<file path="config.mk">
export PLATFORM = sky130hd
export DESIGN_NAME = fp32_to_fp16_convert_top
export DESIGN_NICKNAME = d
export VERILOG_FILES = /design/src/f2h_pkg.sv /design/src/f2h_core.sv /design/src/fp32_to_fp16_convert_top.sv
export SDC_FILE = /design/constraint.sdc
export NUM_CORES = 1
export LEC_CHECK = 0
export BUFFER_PORTS_ARGS = -buffer_cell sky130_fd_sc_hd__clkbuf_2
export CORE_MARGIN = 8
export CORE_UTILIZATION = 45
export CTS_CLUSTER_DIAMETER = 80
export DETAILED_ROUTE_END_ITERATION = 8
export SYNTH_ARGS = -nofsm -noshare
export SYNTH_HDL_FRONTEND = slang
export SYNTH_SLANG_ARGS = --single-unit
</file>
<file path="constraint.sdc">
create_clock -name clk -period 7 [get_ports clk]
set_clock_uncertainty 0.1 [all_clocks]
set_input_delay 1.05 -clock clk [delete_from_list [all_inputs] [get_ports clk]]
set_output_delay 1.05 -clock clk [all_outputs]
set_load 0.02 [all_outputs]
</file>
<file path="src/f2h_pkg.sv">
package f2h_pkg;

  typedef struct packed {
    logic [31:0] fp32_bits;
    logic        last_in;
  } f2h_in_t;

  typedef struct packed {
    logic [15:0] fp16_bits;
    logic        last_out;
  } f2h_out_t;

  localparam logic [30:0] F32_INF_BITS  = 31'h7f800000;
  localparam logic [30:0] F32_OVF_BITS  = 31'h47800000;
  localparam logic [14:0] F16_INF_BITS  = 15'h7c00;
  localparam logic [14:0] F16_QUIET_BIT = 15'h0200;
  localparam logic [7:0]  EXP_NORM_MIN  = 8'd113;
  localparam logic [7:0]  EXP_SUB_BASE  = 8'd126;

endpackage

</file>
<file path="src/f2h_core.sv">
module f2h_core
  import f2h_pkg::*;
(
  input  logic [31:0] x,
  output logic [15:0] h
);

  logic [30:0] a;
  logic [7:0]  e;
  logic [22:0] mant;
  logic [14:0] nq;
  logic        nrnd;
  logic [23:0] sig;
  logic [7:0]  sh;
  logic [4:0]  shc;
  logic [47:0] ext;
  logic [23:0] q;
  logic [23:0] rem;
  logic [23:0] half;
  logic        srnd;
  logic [14:0] sq;
  logic [14:0] mag;

  always_comb begin
    a    = x[30:0];
    e    = a[30:23];
    mant = a[22:0];
    nq   = {(e[4:0] - 5'd16), mant[22:13]};
    nrnd = mant[12] && ((mant[11:0] != 12'd0) || nq[0]);
    sig  = {1'b1, mant};
    sh   = EXP_SUB_BASE - e;
    shc  = (sh > 8'd24) ? 5'd24 : sh[4:0];
    ext  = {sig, 24'd0} >> shc;
    q    = ext[47:24];
    rem  = ext[23:0];
    half = 24'h800000;
    srnd = (rem > half) || ((rem == half) && q[0]);
    sq   = q[14:0] + {14'd0, srnd};
    if (a > F32_INF_BITS) begin
      mag = F16_INF_BITS | F16_QUIET_BIT | {5'd0, a[22:13]};
    end else if (a >= F32_OVF_BITS) begin
      mag = F16_INF_BITS;
    end else if (e == 8'd0) begin
      mag = 15'd0;
    end else if (e >= EXP_NORM_MIN) begin
      mag = nq + {14'd0, nrnd};
    end else if (sh > 8'd24) begin
      mag = 15'd0;
    end else begin
      mag = sq;
    end
    h = {x[31], mag};
  end

endmodule

</file>
<file path="src/fp32_to_fp16_convert_top.sv">
// binary32 to binary16 converter, round to nearest even
// path from start to strobe: input register, then result register
// throughput: one word per cycle; busy is always low
// the receiver cannot stall; each result shows for one cycle with strobe
// synchronous active-high reset clears the valid flags only
module fp32_to_fp16_convert_top
  import f2h_pkg::*;
(
  input  logic     clk,
  input  logic     rst,
  input  logic     start,
  output logic     busy,
  input  f2h_in_t  in_word,
  output logic     strobe,
  output f2h_out_t out_word
);

  f2h_in_t     in_reg;
  logic        in_vld;
  logic [15:0] h;

  assign busy = 1'b0;

  f2h_core u_core (
    .x (in_reg.fp32_bits),
    .h (h)
  );

  always_ff @(posedge clk) begin
    if (rst) begin
      in_vld <= 1'b0;
      strobe <= 1'b0;
    end else begin
      in_vld <= start;
      strobe <= in_vld;
    end
    if (start) in_reg <= in_word;
    out_word.fp16_bits <= h;
    out_word.last_out  <= in_reg.last_in;
  end

endmodule

</file>
==> impl_results.md, run 1 <==
- Status: completed
- M1 GR Usage: 30.94%
- Port Buffer Count: 53
- DRC viols: 0
- Fin util: 49.85%
- Slew Limit Headroom: 34.57%
- Ant. Diodes: 0
- Largest net degree at the start of global routing: 59
- Routed wire length: 15.99 mm
- Pwr Total: 0.0009339 W
- Most used cell, CP: ha_1
- Maximum Capacitance Violations: 0
- WL per Instance: 21.58 µm
- Arr. time, crit path: 5850 ps
- Leakage: 1.950 nW
- Yosys reg bits: 52
- Classification of the worst setup path: reg -> reg
- Die Area: 14150 µm²
- Crit path depth: 17
- RSZ-0062 raised after global routing: false
- Post-synth EDFFs: 33
- Num CTS Buffers: 5
- Met2 GRT Util: 31.47%
- Post-route cell area: 5146 µm²
- First-pass GRT wire length: 25.34 mm
- Gr ovfl total: 0
- Post-cts sizing count: 0
- Reg2Reg Depth: 17
- Crit-path slowest cell: a222oi_1
- Hold slack: 256.9 ps
- H-tree Lvls: 2
- Slowest stage delay, CP: 540 ps
- Max reg flops: 33
- Slew @ Worst Pin: 980.6 ps
- Die height: 119.0 µm
- Total negative setup slack: 0 ps
- Vias in the first global route: 4568
- DR vias: 4922
- Reg clk slew, reported paths: 100 ps
- Syn avg cell area: 8.153 µm²
- Seq/Total Area, Yosys: 28.75%
- Synth top area share: 20.78%
- Worst skew pair latency: 320 ps
- Die W: 119.0 µm
- Asr flop ratio synth: 0%
- Site Rows: 37
- Critical path peak fanout: 58
- Post-DP HPWL: 12.06 mm
- Cells after Synth: 585
- Gr busiest metal: met2
- DR pass1 iterations: 6
- Total GRT Usage: 22.09%
- Critical path endpoint category: register
- Vias per cell: 6.642
- Slew Limit Fails: 0
- Final setup viols: 0
- Crit-path cells: ha_1 > nand3_1 > or3_1 > a222oi_1 > buf_12 > mux2_1 > a32oi_1 > mux2i_1 > or4_1 > o32ai_1 > a21oi_1 > ha_1 > ha_1 > nor3b_2 > nand3_1 > xnor2_1 > a221o_1
- Crit path time final: 5742 ps
- Grt met3 use: 5.527%
- Top cell type by total area after synthesis: edfxtp_1
- Post-DP Area: 5051 µm²
- Gpl congestion: 1.011
- PwrDens: 181.5 nW/µm²
- Antenna Nets Post-Route: 0
- Core footprint: 10320 µm²
- FF-to-FF setup slack: 1260 ps
- Synth Flop Type: edfxtp_1
- Sequential cell area: 1371 µm²
- Initial antenna violation count: 0
- Hold buffer count at CTS: 0
- DRT iter0 DRCs: 800
- Nets: 649
- Share of layout cells above drive strength 1: 15.54%
- Syn Nets: 630
- Hold/Removal Path Class: reg -> reg
- Buf+Inv Stages, Crit Path: 1
- Footprint of the multi-input gates: 3142 µm²
- Clock Tree Buf Depth: 2
- Root Buffer: clkbuf_8
- # IOs: 55
- TritonCTS clock tree: yes
- Synth Cell Area: 4770 µm²
- Tcrit/Tclk final: 82.02%
- Area grow syn2layout: 7.896%
- Hold path cells: 0
- CP delay by family, top: compound AO/OA/AOI/OAI gates
- TritonCTS sink count: 52
- VDD IR max: 130.6 µV
- Setup bufs post-CTS: 0
- Worst path required time: 7110 ps
- Starting Density: 46.20%
- Yosys warnings: 0
- Fmax: 0.1742 GHz
- Critical path launch point type: register
- Fin. Hold Viols: 0
- Number of fill cells in the layout: 1034
- Distinct cell type count after synthesis: 82
- Synth top area cells: edfxtp_1, dfxtp_1, nand2_1
[cell usage after synthesis, types with 8 or more instances]
cell	n
ha_1	9
a22oi_1	9
a211oi_1	9
nand3_1	24
dfxtp_1	19
and3_1	17
clkbuf_1	24
xnor2_1	11
nor4_1	9
a21oi_1	34
buf_2	13
mux2i_1	23
a31oi_1	13
o21ai_0	36
nor2_1	45
nor2b_1	9
nand2_1	63
inv_1	8
edfxtp_1	33
o211ai_1	8
xor2_1	10
nor3_1	19
[cell families after synthesis]
family / Yosys count / synth area share [%]
flops: 52 / 28.75
simple gates: 229 / 24.37
buf+inv: 57 / 5.692
compound gates: 182 / 27.02
other cells: 1 / 0.07862
mux: 33 / 7.660
fa+ha+maj: 10 / 2.571
xor+xnor: 21 / 3.856
[cell usage in the layout, fill, tap and decap left out, types with 13 or more instances in the layout]
| master | count |
|---|---|
| nand2_1 | 63 |
| clkbuf_2 | 53 |
| nor2_1 | 45 |
| o21ai_0 | 36 |
| a21oi_1 | 34 |
| edfxtp_1 | 33 |
| nand3_1 | 24 |
| mux2i_1 | 23 |
| nor3_1 | 19 |
| dfxtp_1 | 19 |
| and3_1 | 17 |
| a31oi_1 | 13 |
[final cells by class]
type	count	share of cell area [%]
clock buffers	7	1.678
clock inverters	1	0.1702
inverters	8	0.5835
multi-input cells	476	61.05
flip-flops and latches	52	26.65
well taps	136	3.307
repair buffers	61	6.565
[metal layers]
layer  routed length, µm  share of wire, %
met5                   0                 0
met4                 576               3.6
met3                1748                11
met2                6744                42
met1                6920                43
[metrics by stage]
step / setup WS [ps] / std cells
floorplan: 1707 / 585
global placement: 1507 / 733
detailed placement: 1397 / 733
CTS: 1350 / 741
global route: 998.8 / 741
finish: 1258 / 741
[where the power goes]
group / switching (W) / internal [W] / total, W
sequential: 0.0000424 / 0.000355 / 0.000398
combinational: 0.000230 / 0.000129 / 0.000358
clock: 0.0000967 / 0.0000811 / 0.000178
[final timing paths]
check | from | endpoint
hold reg to reg | in_reg[32] | out_word[16]
hold / removal | in_reg[32] | out_word[16]
setup / recovery | in_reg[24] | out_word[7]
setup reg to reg | in_reg[24] | out_word[7]
Power figures use the tool's default switching activity.
==> inputs of run 2 (changes only) <==
- PLACE_DENSITY: unset -> 0.67
- clock period: 7 -> 4.7 ns (I/O delays scaled with it)
==> impl_results.md, run 2 (same netlist as run 1, synthesis figures left out) <==
- Net switching power: 0.0006029 W
- # IOs: 55
- DR pass1 iterations: 5
- Core footprint: 10320 µm²
- Starting Density: 46.20%
- Hold/Removal Path Class: reg -> reg
- Slew @ Worst Pin: 816.5 ps
- Reg clk slew, reported paths: 100 ps
- Pwr Total: 0.001578 W
- Routed wire length: 17.71 mm
- Maximum Capacitance Violations: 0
- Commonest non-fill, non-tap cell in the layout: buf_4
- Reg power frac: 37.1%
- Vias per cell: 6.366
- P_int: 0.0009751 W
- Area grow syn2layout: 24.45%
- Site Rows: 37
- Clock Tree Buf Depth: 2
- First-pass GRT wire length: 27.57 mm
- Final setup viols: 7
- Number of fill cells in the layout: 936
- Crit-path slowest cell: or4_4
- Port Buffer Count: 53
- Arr. time, crit path: 4940 ps
- Die Area: 14150 µm²
- DRT iter0 DRCs: 595
- DR vias: 5277
- Nets: 737
- Comb pwr share: 42.8%
- Slowest stage delay, CP: 500 ps
- Gpl congestion: 0.9560
- VDD IR max: 226.1 µV
- Initial antenna violation count: 0
- Fin. Hold Viols: 0
- CP delay by family, top: multiplexers
- Switching share of power: 38.21%
- Worst path required time: 4820 ps
- Num CTS Buffers: 5
- Buf+Inv Stages, Crit Path: 2
- Critical path peak fanout: 27
- Post-DP Area: 5733 µm²
- Fmax: 0.2072 GHz
- DRC viols: 0
- Failing checks: negative setup slack
- Status: finished, violations left
- TritonCTS sink count: 52
- Classification of the worst setup path: reg -> reg
- WL per Instance: 21.36 µm
- Crit path time final: 4826 ps
- H-tree Lvls: 2
- Share of layout cells above drive strength 1: 29.29%
- Post-DP HPWL: 13.69 mm
- Tcrit/Tclk final: 102.7%
- Max reg flops: 33
- Hold slack: 253.6 ps
- Die W: 119.0 µm
- Ant. Diodes: 0
- Critical path endpoint category: register
- Hold buffer count at CTS: 0
- Largest net degree at the start of global routing: 55
- Post-route cell area: 5936 µm²
- Vias in the first global route: 5028
- Gr ovfl total: 0
- Slew Limit Fails: 0
- Critical path launch point type: register
- Most frequent cells in the layout: buf_4, nand2_1, clkbuf_2
- TritonCTS clock tree: yes
- Slew Limit Headroom: 45.57%
- Most used cell, CP: mux2i_1
- Clk pwr share: 20.1%
- Final worst setup slack: -125.8 ps
- Leakage: 2.418 nW
- Sequential cell area: 1371 µm²
- Antenna Nets Post-Route: 0
- Worst skew pair latency: 320 ps
- Total GRT Usage: 24.34%
- Root Buffer: clkbuf_8
- Die height: 119.0 µm
- RSZ-0062 raised after global routing: true
- Crit-path cells: ha_2 > buf_4 > xnor2_2 > buf_6 > mux2i_1 > a21oi_1 > mux2_1 > a32oi_2 > mux2i_1 > or4_4 > o32ai_2 > a21oi_2 > ha_2 > ha_4 > nor3b_4 > nand4_1 > mux2i_1 > o211ai_1
- PwrDens: 265.8 nW/µm²
- Footprint of the multi-input gates: 3249 µm²
- Total negative setup slack: -542.9 ps
-- run 2: changes by cell type in the layout (fill, tap and decap cells not counted), sizes merged --
cell,before,now
buf,8,96
bufinv,0,1
clkbuf,60,59
clkinv,1,0
inv,8,9
-- run 2: routing by layer --
metal | vias up | part of all wire, % | global-route usage [%] | wire length [µm]
met5 | - | 0 | 0 | 0
met4 | 0 | 3.5 | 10.67 | 611
met3 | 41 | 9.0 | 5.385 | 1592
met2 | 292 | 45 | 37.76 | 7960
met1 | 2499 | 43 | 31.85 | 7547
li1 | 2445 | - | - | -
-- run 2: metrics by stage --
stage	util (%)	setup WS [ps]	cells
after floorplan	-	-46.79	585
after global placement	55.53	-98.88	819
after detailed placement	55.53	-168.3	819
after CTS	56.87	-85.23	828
after global routing	57.50	-322.0	829
final	57.50	-125.8	829
-- run 2: path summary, 6_finish.rpt --
check	startpoint	to	slack (ps)	cells past startpoint
setup / recovery	in_reg[25]	out_word[13]	-130	18
setup reg to reg	in_reg[25]	out_word[13]	-130	18
hold reg to reg	in_reg[0]	out_word[0]	250	0
hold / removal	in_reg[0]	out_word[0]	250	0
-- run 2: power groups by stage --
stage	Combinational (W)	Clock (W)	Sequential [W]
finish	0.000676	0.000317	0.000585
global route	0.000724	0.000343	0.000588
detailed placement	0.000644	0	0.000591
CTS	0.000651	0.000329	0.000581
global placement	0.000648	0	0.000591
floorplan	0.000387	0	0.000580
-- run 2: final cells by class --
class / instances / area share (%)
Multi-Input combinational cell: 476 / 54.74
Sequential cell: 52 / 23.10
Clock buffer: 6 / 1.223
Timing Repair Buffer: 149 / 16.86
Clock inverter: 2 / 0.6535
Tap cell: 136 / 2.867
Inverter: 8 / 0.5481
-- run 2: timing repair --
action,in CTS,in global routing
buffers inserted,1,6
endpoints found under the setup margin,9,13
pin swaps,9,11
resized for setup,5,16
